**config.mk**
```make
export PLATFORM = sky130hd
export DESIGN_NAME = script_token_lexer_top
export DESIGN_NICKNAME = d
export VERILOG_FILES = /design/src/sv/stlex_pkg.sv /design/src/sv/stlex_ram.sv /design/src/sv/script_token_lexer_top.sv
export VERILOG_INCLUDE_DIRS = /design/src /design/src/sv
export SDC_FILE = /design/constraint.sdc
export NUM_CORES = 1
export LEC_CHECK = 0
export ABC_CLOCK_PERIOD_IN_PS = 6000
export BUFFER_PORTS_ARGS = -buffer_cell sky130_fd_sc_hd__buf_2
export CORE_ASPECT_RATIO = 2
export CORE_UTILIZATION = 55
export DETAILED_ROUTE_END_ITERATION = 10
export PLACE_DENSITY = 0.79
export RECOVER_POWER = 50
export SLEW_MARGIN = 20
export SYNTH_ARGS = -nofsm -noshare
export SYNTH_HDL_FRONTEND = slang
export SYNTH_SLANG_ARGS = --single-unit
```
**constraint.sdc**
```tcl
create_clock -name clk -period 6 [get_ports clk]
set_input_delay 0.3 -clock clk [delete_from_list [all_inputs] [get_ports clk]]
set_output_delay 0.3 -clock clk [all_outputs]
set_load 0.02 [all_outputs]
```
**src/sv/script_token_lexer_top_assert.svh**
```systemverilog
// Assertion macros for the script token lexer.
// Used by script_token_lexer_top.sv; expects clk and rst_n in scope.
`ifndef SCRIPT_TOKEN_LEXER_TOP_ASSERT_SVH
`define SCRIPT_TOKEN_LEXER_TOP_ASSERT_SVH

// Same-cycle implication, checked out of reset.
`define STLEX_CHK(lbl, ante, cons, msg) \
  lbl: assert property (@(posedge clk) disable iff (!rst_n) (ante) |-> (cons)) else $error(msg);

// Next-cycle implication, checked out of reset.
`define STLEX_CHK_NEXT(lbl, ante, cons, msg) \
  lbl: assert property (@(posedge clk) disable iff (!rst_n) (ante) |=> (cons)) else $error(msg);

`endif

```
**src/sv/stlex_pkg.sv**
```systemverilog
// Shared types, constants and character helpers for the script token lexer.
// No dependencies; used by script_token_lexer_top.sv.
package stlex_pkg;

  localparam int MAX_TOKEN_LEN = 16;
  localparam int CNT_W         = $clog2(MAX_TOKEN_LEN + 1);
  localparam int ADDR_W        = $clog2(MAX_TOKEN_LEN);
  localparam logic [CNT_W-1:0] MAX_CNT = CNT_W'(MAX_TOKEN_LEN);

  typedef enum logic [3:0] {
    KIND_END    = 4'd0,
    KIND_LET    = 4'd1,
    KIND_SHOW   = 4'd2,
    KIND_NUMBER = 4'd3,
    KIND_IDENT  = 4'd4,
    KIND_PLUS   = 4'd5,
    KIND_MINUS  = 4'd6,
    KIND_EQUALS = 4'd7,
    KIND_SEMI   = 4'd8,
    KIND_ERROR  = 4'd9
  } kind_t;

  typedef enum logic [1:0] {
    MODE_IDLE    = 2'd0,
    MODE_NUM     = 2'd1,
    MODE_IDENT   = 2'd2,
    MODE_DISCARD = 2'd3
  } mode_t;

  typedef struct packed {
    logic [7:0] ch;
    logic       no_char;
    logic       src_last;
  } in_item_t;

  typedef struct packed {
    kind_t      token_kind;
    logic [7:0] text_byte;
    logic       text_last;
    logic       truncated;
    logic       run_last;
  } out_item_t;

  function automatic logic is_digit(input logic [7:0] c);
    return (c >= 8'h30) && (c <= 8'h39);
  endfunction

  function automatic logic is_alpha(input logic [7:0] c);
    return ((c >= 8'h41) && (c <= 8'h5A)) || ((c >= 8'h61) && (c <= 8'h7A));
  endfunction

  function automatic logic is_space(input logic [7:0] c);
    return (c == 8'h20) || ((c >= 8'h09) && (c <= 8'h0D));
  endfunction

  // Single-character token kind; anything unlisted is an error
  function automatic kind_t sym_kind(input logic [7:0] c);
    kind_t k;
    case (c)
      8'h2B:   k = KIND_PLUS;
      8'h2D:   k = KIND_MINUS;
      8'h3D:   k = KIND_EQUALS;
      8'h3B:   k = KIND_SEMI;
      default: k = KIND_ERROR;
    endcase
    return k;
  endfunction

  // Does byte c match "let" at position idx
  function automatic logic kw_let_hit(input logic [CNT_W-1:0] idx, input logic [7:0] c);
    logic hit;
    hit = 1'b0;
    if (idx == CNT_W'(0)) hit = (c == 8'h6C);
    if (idx == CNT_W'(1)) hit = (c == 8'h65);
    if (idx == CNT_W'(2)) hit = (c == 8'h74);
    return hit;
  endfunction

  // Does byte c match "show" at position idx
  function automatic logic kw_show_hit(input logic [CNT_W-1:0] idx, input logic [7:0] c);
    logic hit;
    hit = 1'b0;
    if (idx == CNT_W'(0)) hit = (c == 8'h73);
    if (idx == CNT_W'(1)) hit = (c == 8'h68);
    if (idx == CNT_W'(2)) hit = (c == 8'h6F);
    if (idx == CNT_W'(3)) hit = (c == 8'h77);
    return hit;
  endfunction

endpackage

```
**src/sv/stlex_ram.sv**
```systemverilog
// Generic single-write, single-read RAM with registered read data.
// No dependencies; used for the token text buffer.
module stlex_ram #(
  parameter int WIDTH = 8,
  parameter int DEPTH = 16,
  localparam int AW   = (DEPTH > 1) ? $clog2(DEPTH) : 1
) (
  input  logic             clk,
  input  logic             wr_en,
  input  logic [AW-1:0]    wr_addr,
  input  logic [WIDTH-1:0] wr_data,
  input  logic             rd_en,
  input  logic [AW-1:0]    rd_addr,
  output logic [WIDTH-1:0] rd_data
);

  logic [WIDTH-1:0] mem [DEPTH];

  // Write port
  always_ff @(posedge clk) begin
    if (wr_en) begin
      mem[wr_addr] <= wr_data;
    end
  end

  // Registered read; data holds while rd_en is low
  always_ff @(posedge clk) begin
    if (rd_en) begin
      rd_data <= mem[rd_addr];
    end
  end

endmodule

```
**src/sv/script_token_lexer_top.sv**
```systemverilog
// Top level of the script token lexer: scan control, run buffer and result register.
// Depends on stlex_pkg, stlex_ram and script_token_lexer_top_assert.svh.
//
//   channel | ports                         | payload
//   in      | in_valid, in_stall, in_data   | stlex_pkg::in_item_t  (ch, no_char, src_last)
//   out     | out_valid, out_stall, out_data| stlex_pkg::out_item_t (kind, byte, flags)
//
// A byte that extends a run is written straight into the buffer RAM; whitespace outside a run is dropped.
// A run ending reads the run out of the buffer RAM at one address per cycle while the output
// is not stalled; a symbol, error or END result is sent from S_POST, where a run started by
// the byte that ended the old one is also opened. No clearing pass: the buffer is only read below the fill count.
// Reset is synchronous, active low, and clears all control state.
// A stalled result holds in the output register; input is taken only between items.
module script_token_lexer_top (
  input  logic                 clk,
  input  logic                 rst_n,
  input  logic                 in_valid,
  output logic                 in_stall,
  input  stlex_pkg::in_item_t  in_data,
  output logic                 out_valid,
  input  logic                 out_stall,
  output stlex_pkg::out_item_t out_data
);

`include "script_token_lexer_top_assert.svh"

  typedef enum logic [2:0] {
    S_IDLE  = 3'b001,
    S_FLUSH = 3'b010,
    S_POST  = 3'b100
  } state_t;

  state_t                          state_r, state_nxt;
  stlex_pkg::mode_t                mode_r, mode_nxt;
  logic [stlex_pkg::CNT_W-1:0]     count_r, count_nxt;
  logic                            ovf_r, ovf_nxt;
  logic                            let_ok_r, let_ok_nxt;
  logic                            show_ok_r, show_ok_nxt;
  logic [7:0]                      ch_r, ch_nxt;
  logic                            last_r, last_nxt;
  logic                            sym_pend_r, sym_pend_nxt;
  stlex_pkg::kind_t                sym_kind_r, sym_kind_nxt;
  logic                            start_pend_r, start_pend_nxt;
  logic                            end_pend_r, end_pend_nxt;
  logic                            digit_next_r, digit_next_nxt;
  logic [stlex_pkg::CNT_W-1:0]     fidx_r, fidx_nxt;
  logic                            rd_pend_r, rd_pend_nxt;
  logic                            out_valid_r;
  stlex_pkg::out_item_t            out_data_r;

  // Buffer RAM ports
  logic                            ram_wr_en;
  logic [stlex_pkg::ADDR_W-1:0]    ram_wr_addr;
  logic [7:0]                      ram_wr_data;
  logic                            ram_rd_en;
  logic [stlex_pkg::ADDR_W-1:0]    ram_rd_addr;
  logic [7:0]                      ram_rd_data;

  // Decoded input and control helpers
  logic                            accept;
  logic                            can_load;
  logic                            load;
  stlex_pkg::out_item_t            load_data;
  logic                            in_has_char;
  logic                            in_digit;
  logic                            in_alpha;
  logic                            in_sym;
  logic                            in_err;
  logic                            in_cont;
  logic                            run_open;
  logic                            fire;
  logic                            more_rd;
  stlex_pkg::kind_t                flush_kind;
  logic                            kw_let;
  logic                            kw_show;

  // Append request into the run buffer
  logic                            app_en;
  logic                            app_fresh;
  logic [7:0]                      app_ch;
  logic [stlex_pkg::CNT_W-1:0]     app_base;

  stlex_ram #(
    .WIDTH (8),
    .DEPTH (stlex_pkg::MAX_TOKEN_LEN)
  ) u_buf (
    .clk     (clk),
    .wr_en   (ram_wr_en),
    .wr_addr (ram_wr_addr),
    .wr_data (ram_wr_data),
    .rd_en   (ram_rd_en),
    .rd_addr (ram_rd_addr),
    .rd_data (ram_rd_data)
  );

  assign in_stall  = (state_r != S_IDLE);
  assign accept    = in_valid && (state_r == S_IDLE);
  assign can_load  = !out_valid_r || !out_stall;
  assign out_valid = out_valid_r;
  assign out_data  = out_data_r;

  // Classify the incoming byte
  assign in_has_char = !in_data.no_char;
  assign in_digit    = stlex_pkg::is_digit(in_data.ch);
  assign in_alpha    = stlex_pkg::is_alpha(in_data.ch);
  assign in_sym      = in_has_char && !in_digit && !in_alpha && !stlex_pkg::is_space(in_data.ch);
  assign in_err      = in_sym && (stlex_pkg::sym_kind(in_data.ch) == stlex_pkg::KIND_ERROR);
  assign in_cont     = in_has_char &&
                       (((mode_r == stlex_pkg::MODE_NUM) && in_digit) ||
                        ((mode_r == stlex_pkg::MODE_IDENT) && in_alpha));
  assign run_open    = (mode_r == stlex_pkg::MODE_NUM) || (mode_r == stlex_pkg::MODE_IDENT);

  // Kind of the buffered run; keywords only when untruncated and not followed by a digit
  assign kw_let  = !ovf_r && !digit_next_r && let_ok_r && (count_r == stlex_pkg::CNT_W'(3));
  assign kw_show = !ovf_r && !digit_next_r && show_ok_r && (count_r == stlex_pkg::CNT_W'(4));

  always_comb begin
    if (mode_r == stlex_pkg::MODE_IDENT) begin
      if (kw_let) begin
        flush_kind = stlex_pkg::KIND_LET;
      end else if (kw_show) begin
        flush_kind = stlex_pkg::KIND_SHOW;
      end else begin
        flush_kind = stlex_pkg::KIND_IDENT;
      end
    end else begin
      flush_kind = stlex_pkg::KIND_NUMBER;
    end
  end

  // Readout handshake with the RAM: a read in flight waits for the output register
  assign fire    = (state_r == S_FLUSH) && rd_pend_r && can_load;
  assign more_rd = fidx_r < count_r;

  // Sequencer
  always_comb begin
    state_nxt      = state_r;
    mode_nxt       = mode_r;
    count_nxt      = count_r;
    ovf_nxt        = ovf_r;
    let_ok_nxt     = let_ok_r;
    show_ok_nxt    = show_ok_r;
    ch_nxt         = ch_r;
    last_nxt       = last_r;
    sym_pend_nxt   = sym_pend_r;
    sym_kind_nxt   = sym_kind_r;
    start_pend_nxt = start_pend_r;
    end_pend_nxt   = end_pend_r;
    digit_next_nxt = digit_next_r;
    fidx_nxt       = fidx_r;
    rd_pend_nxt    = rd_pend_r;
    ram_wr_en      = 1'b0;
    ram_wr_addr    = '0;
    ram_wr_data    = '0;
    ram_rd_en      = 1'b0;
    ram_rd_addr    = fidx_r[stlex_pkg::ADDR_W-1:0];
    load           = 1'b0;
    load_data      = '0;
    app_en         = 1'b0;
    app_fresh      = 1'b0;
    app_ch         = ch_r;
    app_base       = count_r;

    case (state_r)
      S_IDLE: begin
        if (accept) begin
          ch_nxt   = in_data.ch;
          last_nxt = in_data.src_last;
          if (mode_r == stlex_pkg::MODE_DISCARD) begin
            // drop everything up to the end of the source
            if (in_data.src_last) begin
              mode_nxt = stlex_pkg::MODE_IDLE;
            end
          end else if (in_cont) begin
            // extend the current run
            app_en = 1'b1;
            app_ch = in_data.ch;
            if (in_data.src_last) begin
              end_pend_nxt   = 1'b1;
              digit_next_nxt = 1'b0;
              fidx_nxt       = '0;
              rd_pend_nxt    = 1'b0;
              state_nxt      = S_FLUSH;
            end
          end else begin
            sym_pend_nxt   = in_sym;
            sym_kind_nxt   = stlex_pkg::sym_kind(in_data.ch);
            end_pend_nxt   = in_data.src_last && !in_err;
            digit_next_nxt = in_has_char && in_digit;
            if (run_open && (in_has_char || in_data.src_last)) begin
              // send the old run first; an empty item keeps the run open
              start_pend_nxt = in_has_char && (in_digit || in_alpha);
              fidx_nxt       = '0;
              rd_pend_nxt    = 1'b0;
              state_nxt      = S_FLUSH;
            end else begin
              start_pend_nxt = 1'b0;
              if (in_has_char && (in_digit || in_alpha)) begin
                // open a new run right away
                app_en    = 1'b1;
                app_fresh = 1'b1;
                app_ch    = in_data.ch;
                if (in_data.src_last) begin
                  digit_next_nxt = 1'b0;
                  fidx_nxt       = '0;
                  rd_pend_nxt    = 1'b0;
                  state_nxt      = S_FLUSH;
                end
              end else if (in_sym || in_data.src_last) begin
                state_nxt = S_POST;
              end
            end
          end
        end
      end

      S_FLUSH: begin
        if (fire) begin
          load                 = 1'b1;
          load_data.token_kind = flush_kind;
          load_data.text_byte  = ram_rd_data;
          load_data.text_last  = !more_rd;
          load_data.truncated  = ovf_r;
          load_data.run_last   = !more_rd && !sym_pend_r && !end_pend_r;
        end
        // issue the next read once the previous byte has left
        if (more_rd && (!rd_pend_r || fire)) begin
          ram_rd_en   = 1'b1;
          fidx_nxt    = fidx_r + stlex_pkg::CNT_W'(1);
          rd_pend_nxt = 1'b1;
        end else if (fire) begin
          rd_pend_nxt = 1'b0;
        end
        if (fire && !more_rd) begin
          mode_nxt  = stlex_pkg::MODE_IDLE;
          count_nxt = '0;
          ovf_nxt   = 1'b0;
          state_nxt = (sym_pend_r || start_pend_r || end_pend_r) ? S_POST : S_IDLE;
        end
      end

      S_POST: begin
        if (sym_pend_r) begin
          // symbol or error result
          if (can_load) begin
            load                 = 1'b1;
            load_data.token_kind = sym_kind_r;
            load_data.text_byte  = ch_r;
            load_data.text_last  = 1'b1;
            load_data.truncated  = 1'b0;
            load_data.run_last   = !end_pend_r;
            sym_pend_nxt         = 1'b0;
            if (sym_kind_r == stlex_pkg::KIND_ERROR) begin
              mode_nxt = last_r ? stlex_pkg::MODE_IDLE : stlex_pkg::MODE_DISCARD;
            end
            if (!end_pend_r) begin
              state_nxt = S_IDLE;
            end
          end
        end else if (start_pend_r) begin
          // open the run started by the byte that ended the old one
          app_en         = 1'b1;
          app_fresh      = 1'b1;
          app_ch         = ch_r;
          start_pend_nxt = 1'b0;
          if (end_pend_r) begin
            digit_next_nxt = 1'b0;
            fidx_nxt       = '0;
            rd_pend_nxt    = 1'b0;
            state_nxt      = S_FLUSH;
          end else begin
            state_nxt = S_IDLE;
          end
        end else if (end_pend_r) begin
          if (can_load) begin
            load                 = 1'b1;
            load_data.token_kind = stlex_pkg::KIND_END;
            load_data.text_byte  = 8'h00;
            load_data.text_last  = 1'b1;
            load_data.truncated  = 1'b0;
            load_data.run_last   = 1'b1;
            end_pend_nxt         = 1'b0;
            state_nxt            = S_IDLE;
          end
        end else begin
          state_nxt = S_IDLE;
        end
      end

      default: begin
        state_nxt = S_IDLE;
      end
    endcase

    // Append one byte to the run buffer, or mark the run truncated when full
    if (app_en) begin
      app_base = app_fresh ? '0 : count_r;
      if (app_fresh) begin
        mode_nxt = stlex_pkg::is_digit(app_ch) ? stlex_pkg::MODE_NUM : stlex_pkg::MODE_IDENT;
        ovf_nxt  = 1'b0;
      end
      if (app_base < stlex_pkg::MAX_CNT) begin
        ram_wr_en   = 1'b1;
        ram_wr_addr = app_base[stlex_pkg::ADDR_W-1:0];
        ram_wr_data = app_ch;
        count_nxt   = app_base + stlex_pkg::CNT_W'(1);
        let_ok_nxt  = ((app_base == '0) || let_ok_r) &&
                      stlex_pkg::kw_let_hit(app_base, app_ch);
        show_ok_nxt = ((app_base == '0) || show_ok_r) &&
                      stlex_pkg::kw_show_hit(app_base, app_ch);
      end else begin
        ovf_nxt = 1'b1;
      end
    end
  end

  // Control registers
  always_ff @(posedge clk) begin
    if (!rst_n) begin
      state_r      <= S_IDLE;
      mode_r       <= stlex_pkg::MODE_IDLE;
      count_r      <= '0;
      ovf_r        <= 1'b0;
      sym_pend_r   <= 1'b0;
      start_pend_r <= 1'b0;
      end_pend_r   <= 1'b0;
      rd_pend_r    <= 1'b0;
      out_valid_r  <= 1'b0;
    end else begin
      state_r      <= state_nxt;
      mode_r       <= mode_nxt;
      count_r      <= count_nxt;
      ovf_r        <= ovf_nxt;
      sym_pend_r   <= sym_pend_nxt;
      start_pend_r <= start_pend_nxt;
      end_pend_r   <= end_pend_nxt;
      rd_pend_r    <= rd_pend_nxt;
      out_valid_r  <= load || (out_valid_r && out_stall);
    end
  end

  // Payload registers
  always_ff @(posedge clk) begin
    let_ok_r     <= let_ok_nxt;
    show_ok_r    <= show_ok_nxt;
    ch_r         <= ch_nxt;
    last_r       <= last_nxt;
    sym_kind_r   <= sym_kind_nxt;
    digit_next_r <= digit_next_nxt;
    fidx_r       <= fidx_nxt;
    if (load) begin
      out_data_r <= load_data;
    end
  end

  // Checks
  `STLEX_CHK(a_buf_port_split, ram_wr_en, !ram_rd_en, "buffer written during readout")
  `STLEX_CHK(a_count_bound, 1'b1, count_r <= stlex_pkg::MAX_CNT, "run count above buffer size")
  `STLEX_CHK(a_ovf_full, ovf_r, count_r == stlex_pkg::MAX_CNT, "truncation without a full buffer")
  `STLEX_CHK(a_flush_has_run, state_r == S_FLUSH, run_open && (count_r != '0), "readout of an empty run")
  `STLEX_CHK_NEXT(a_discard_quiet, (mode_r == stlex_pkg::MODE_DISCARD) && !out_valid_r, !out_valid_r, "result while discarding")

endmodule
```
Yosys cells after proc, flatten, opt, wreduce, memory -nomap -nowiden
Memories as Yosys holds them, arrays and structs flattened. A register that Yosys moved wholly into a read port is not among the register bits.
Cells that the tools add are included.
{ "classes": {"addsub": 2, "mux": 146, "n_reduce_logical": 71, "bitwise_logic": 2, "eq_ne": 42, "order_cmp": 12} }
{ "ops": {"columns": ["operator", "n"], "rows": [
  ["two-way mux 5 bit", 15],
  ["two-way mux 1 bit", 72],
  ["two-way mux 8 bit", 8],
  ["two-way mux 3 bit", 20],
  ["equality test 8 x 7 -> 1 bit, second input constant", 7],
  ["two-way mux 15 bit", 3],
  ["equality test 8 x 6 -> 1 bit, second input constant", 5],
  ["logical AND 1 bit", 31],
  ["one-hot mux 15 bit (2 select lines)", 1],
  ["two-way mux 2 bit", 12],
  ["greater-or-equal comparator 8 x 6 -> 1 bit, second input constant", 2],
  ["greater-or-equal comparator 8 x 7 -> 1 bit, second input constant", 2],
  ["less-or-equal comparator 8 x 6 -> 1 bit, second input constant", 2],
  ["less-or-equal comparator 8 x 7 -> 1 bit, second input constant", 2],
  ["one-hot mux 4 bit (4 select lines)", 1],
  ["AND reduction 8 bit", 2],
  ["equality test 5 x 2 -> 1 bit, second input constant", 3],
  ["one-hot mux 5 bit (3 select lines)", 1],
  ["logical OR 1 bit", 14],
  ["!= test 2 bit, second input constant", 7],
  ["one-hot mux 1 bit (2 select lines)", 7],
  ["AND reduction 7 bit", 2],
  ["logical NOT 1 bit", 13],
  ["two-way mux 4 bit", 3],
  ["other kinds (31)", 40]
]} }
{ "word_totals": {"ram_bits": 128, "in_bits": 14, "elab_cells": 297, "n_memories": 1, "output_inout_bits": 17, "ff_bits": 52} }
{ "memory_table": {"columns": ["name", "words", "width", "read_ports", "rd_ports_with_merged_regs", "write_ports", "line_no", "rtl"], "rows": [
  ["u_buf.mem", 16, 8, 1, 1, 1, "stlex_ram.sv:17", "logic [WIDTH-1:0] mem [DEPTH];"]
]} }

Depth between registers and ports, before layout
{ "logic_depth": {"ltp_word": 20, "depth_mapped": 13, "depth_no_buf": 12} }

Modules after synthesis
From an unflattened synthesis, not the netlist that was laid out.
{ "hier_totals": {"cells_unflattened": 631, "hier_area_um2": 8780.9} }
{ "modules_own_cells": {"columns": ["mod", "area_per_inst_um2", "instances", "cells_each"], "rows": [
  ["stlex_ram", 5227.5, 1, 229],
  ["script_token_lexer_top", 3553.4, 1, 402]
]} }

Worst setup path before layout
No wires, ideal clock.
{ "synth_path": {"path_kind": "reg2reg", "from": "reg mode_r[0]", "to": "mem u_buf.mem[12][0] (enable)", "arrival_ns": 2.452, "path_slack_ns": 3.173, "path_stages_with_launch": 12, "path_cell_list": "dfxtp_1 > inv_1 > ha_1 > nor2b_1 > nand2_1 > o21ai_2 > o211ai_4 > a22o_1 > buf_6 > nor2_8 > nand3_2 > a21oi_1"} }
{ "synth_between": {"elab_chain_cells": 14, "word_cells_on_any_way": 26} }
{ "synth_lines": {"columns": ["element", "line_no", "rtl"], "rows": [
  ["start: declaration", "script_token_lexer_top.sv:34", "stlex_pkg::mode_t mode_r, mode_nxt;"],
  ["start signal: assignment", "script_token_lexer_top.sv:321", "mode_r <= stlex_pkg::MODE_IDLE;"],
  ["start signal: assignment", "script_token_lexer_top.sv:331", "mode_r <= mode_nxt;"],
  ["equality test 2 x 1 -> 1 bit or equality test 2 bit (tied branches)", "script_token_lexer_top.sv:109, script_token_lexer_top.sv:111, script_token_lexer_top.sv:110", null],
  ["logical OR 1 bit, or another cell as far along", "script_token_lexer_top.sv:111", "assign run_open = (mode_r == stlex_pkg::MODE_NUM) || (mode_r == stlex_pkg::MODE_IDENT);"],
  ["logical AND 1 bit or logical OR 1 bit (tied branches)", "script_token_lexer_top.sv:190, script_token_lexer_top.sv:109", null],
  ["two-way mux 1 bit or logical AND 1 bit (tied branches)", "script_token_lexer_top.sv:190, script_token_lexer_top.sv:108", null],
  ["two-way mux 1 bit", "script_token_lexer_top.sv:174", "end else if (in_cont) begin"],
  ["two-way mux 1 bit", "script_token_lexer_top.sv:169", "if (mode_r == stlex_pkg::MODE_DISCARD) begin"],
  ["two-way mux 1 bit", "script_token_lexer_top.sv:166", "if (accept) begin"],
  ["one-hot mux 1 bit (2 select lines)", "script_token_lexer_top.sv:164", "case (state_r)"],
  ["two-way mux 5 bit", "script_token_lexer_top.sv:297", "app_base = app_fresh ? '0 : count_r;"],
  ["less-than comparator 5 bit", "script_token_lexer_top.sv:302", "if (app_base < stlex_pkg::MAX_CNT) begin"],
  ["two-way mux 1 bit", "script_token_lexer_top.sv:302", null],
  ["two-way mux 1 bit", "script_token_lexer_top.sv:296", "if (app_en) begin"],
  ["two-way mux 1 bit", "stlex_ram.sv:21", "if (wr_en) begin"],
  ["two-way mux 1 bit (implied by the code)", "stlex_ram.sv:22", "mem[wr_addr] <= wr_data;"],
  ["end: declaration", "stlex_ram.sv:17", null]
]} }
Several ways; a longest one is shown, not always the timed one.

Worst setup path in the final report
{ "layout_path": {"from": "reg mode_r[0]", "to": "mem u_buf.mem[13][1] (data pin)"} }
{ "layout_between": {"elab_chain_cells": 12, "word_cells_on_any_way": 27} }
{ "layout_lines": {"columns": ["element", "line_no", "rtl"], "rows": [
  ["equality test 2 x 1 -> 1 bit or equality test 2 bit (tied branches)", "script_token_lexer_top.sv:109, script_token_lexer_top.sv:111, script_token_lexer_top.sv:110", null],
  ["logical OR 1 bit, or another cell as far along", "script_token_lexer_top.sv:111", null],
  ["logical AND 1 bit or logical OR 1 bit (tied branches)", "script_token_lexer_top.sv:190, script_token_lexer_top.sv:109", null],
  ["two-way mux 1 bit or logical AND 1 bit (tied branches)", "script_token_lexer_top.sv:190, script_token_lexer_top.sv:108", null],
  ["two-way mux 1 bit", "script_token_lexer_top.sv:174", null],
  ["two-way mux 1 bit", "script_token_lexer_top.sv:169", null],
  ["two-way mux 1 bit", "script_token_lexer_top.sv:166", null],
  ["one-hot mux 1 bit (2 select lines)", "script_token_lexer_top.sv:164", null],
  ["two-way mux 5 bit", "script_token_lexer_top.sv:297", null],
  ["less-than comparator 5 bit", "script_token_lexer_top.sv:302", null],
  ["two-way mux 8 bit", "script_token_lexer_top.sv:302", null],
  ["two-way mux 8 bit *", "script_token_lexer_top.sv:296", null],
  ["named net ram_wr_data[1]", "script_token_lexer_top.sv:54", "logic [7:0] ram_wr_data;"]
]} }
Mark *: on every way through the listed nets, which the timed path passes. The rest lies on a longest branch.

==> reports/metrics.cfg <==
[grt]
grt_pass1_vias=5489
antenna_found_initial=0
grt_use_total_pct=27.2
grt_max_degree=39
globalRouteOverflowTotal=0
grt_first_pass_wirelength_mm=31.4

[layout]
seqCellArea_um2=5490
nFillCells=1176
area_delta_synth_final_pct=9.38
multi_input_area_um2=2880
utilization_pct=61.4
drive_gt1_share_pct=14.8
nets=639
num_antenna_cells=0

[synthesis]
syn_inst=593
yosys-top-cells-count=edfxtp_1 (172), nand2_1 (43), nor2_1 (43), mux4_2 (40)
syn_area_um2=8590
synth_most_common_cell=edfxtp_1
async_flop_share_pct=0
synth_edf_count=172
avgSynthCellArea_um2=14.5
yosys.area.top_type=edfxtp_1
ys_warn_count=0
synth_flop_cell=edfxtp_1
ys_types=69
syn_nets=618
synth_seq_cells=188
yosys.area.top_type_share_pct=60.1
synthTopCellsByArea=edfxtp_1 (60%), mux4_2 (10%), dfxtp_1 (3.7%)
synth_seq_area_share_pct=63.9

[critical_path]
crit_chain=inv_1 -> ha_1 -> nor2b_1 -> nand3_1 -> o21ai_2 -> o211ai_1 -> a22o_1 -> nor2_1 -> clkbuf_1
crit_required_ns=6.04
worstSetupPathType=reg2reg
reg2reg_slack_ns=1.52
slowest_delay_ns=1.61
cp-end-kind=flip-flop
startpoint_type=flip-flop
critPathCapture=u_buf.mem[13][1]
reg2reg_to=u_buf.mem[13][1]
crit_start=mode_r[0]
cp.arrival_ns=4.52
slowest_stage=o211ai_1
reg2reg_depth=9
crit_path_max_fanout=26
r2r_start=mode_r[0]

[cts]
ctsResizeCount=0
clk_latency_ns=0.44
cts-root-buf=clkbuf_16
clockBufferDepth=2
hold_buffers=0
cts_buffers=17
cts.clk_slew.worst_paths_ns=0.07
htree_levels=4
cts_setup_buffers=0
cts_tree=built
clock-sinks=188

[routing]
antenna_left=0
wire_per_inst_um=24.6
wirelength_mm=20.3
remaining_drc_errors=0
drtIter0Drc=389
via_per_inst=6.38
first_pass_iters=5
via_count=5260

[floorplan]
initial_core_util_pct=56.2
rows=64
die_w_um=90.4
die_h_um=179
die-area_um2=16200
core_um2=15300
ioPinCount=31

[run_status]
failed_checks=max-capacitance violations, max-slew violations
outcome=finished with violations

[pwr]
ir_drop_v=0.000200
p_leak_uw=0.00320
total_power_uw=3410
power_density_nw_per_um2=363

[sta]
worst_pin_slew_ns=2.23
min_period_over_period_pct=74.7
finalHoldViolCount=0
tns_ns=0
holdWs_ns=0.192
setup_viol=0
finalMaxSlewViolations=65
clock_skew_ns=0.0106
min_period_ns=4.48
rsz0062_at_grt=no
slew_headroom_pct=-49.0
fmax_mhz=223

[flow_run]
cap_violations=2

[placed_design]
place.detailed.hpwl_mm=14.8
io_buffers=30
gp_congestion=0.960

[min_path]
hold_class=in2reg

worst min path at each step:
stage                          start        end  slack, ns  depth (start not counted)
after global placement         ovf_r      ovf_r       0.50                          2
after detailed placement       ovf_r      ovf_r       0.51                          2
after CTS                 in_data[9]    ch_r[7]       0.13                          1
after floorplan           in_data[2]    ch_r[0]       0.40                          0
after global routing       out_stall  out_valid       0.22                          3
final                      out_stall  out_valid       0.19                          3
critical path, delay by kind of cell (launching register included):
family	cells	cell delay, ns
buf+inv	2	0.48
simple gates	3	0.40
flops	1	0.39
compound gates	3	2.41
fa+ha+maj	1	0.38
where the power goes:
group / internal (µW) / switching (µW) / total [µW]
registers: 1510 / 89.7 / 1600
logic: 318 / 404 / 722
clock network: 556 / 536 / 1090
logic make-up after synthesis:
group	count (synthesis)	synth area share [%]
AOI/OAI and AO/OA	112	9.05
xor gates and xnor gates	4	0.408
adders and majority gates	11	1.60
buffers and inverters	49	2.39
DFF	188	63.9
muxes	50	11.7
and+or+nand+nor	179	11.0
cells in the final DEF, fill, tap and decap left out, drive strengths merged, types with 6 or more instances in the layout:
master,count
o211ai,8
o21ai,29
nor2b,11
a22oi,6
nand3,18
clkbuf,46
edfxtp,172
a21boi,6
nand2b,10
a22o,12
a21oi,26
nor3,13
dfxtp,16
inv,24
mux4,40
ha,11
nand4,6
nand2,43
mux2i,9
clkinv,7
nor2,44
registers in the layout, indices dropped and copies added, names as in the netlist, 2 cells and up:
| name | cells |
|---|---|
| mode_r | 2 |
| fidx_r | 5 |
| u_buf.mem | 128 |
| u_buf.rd_data | 8 |
| sym_kind_r | 4 |
| count_r | 5 |
| state_r | 3 |
| out_data | 15 |
| ch_r | 8 |
metal layers:
metal,up-vias,GRT usage [%],part of all wire (%)
li1,2364,-,-
met1,2618,26.5,33
met2,204,51.0,57
met3,74,4.24,3.7
met4,0,20.3,6.9
met5,-,0,0
stage by stage:
step	setup WS, ns	std cells	instance area [µm²]
floorplan	3.17	593	8590
detailed placement	2.31	793	8880
finish	1.52	825	9400
global route	1.05	825	9400
CTS	2.27	825	9460
global placement	2.42	793	8880
final cells by class:
type | count | area share, %
clock buffers | 17 | 4.53
clock inverters | 15 | 1.66
inverters | 17 | 0.679
multi-input cells | 356 | 30.7
flip-flops and latches | 188 | 58.4
well taps | 198 | 2.64
repair buffers | 34 | 1.45
No activity file was read; power rests on OpenSTA's default activity.
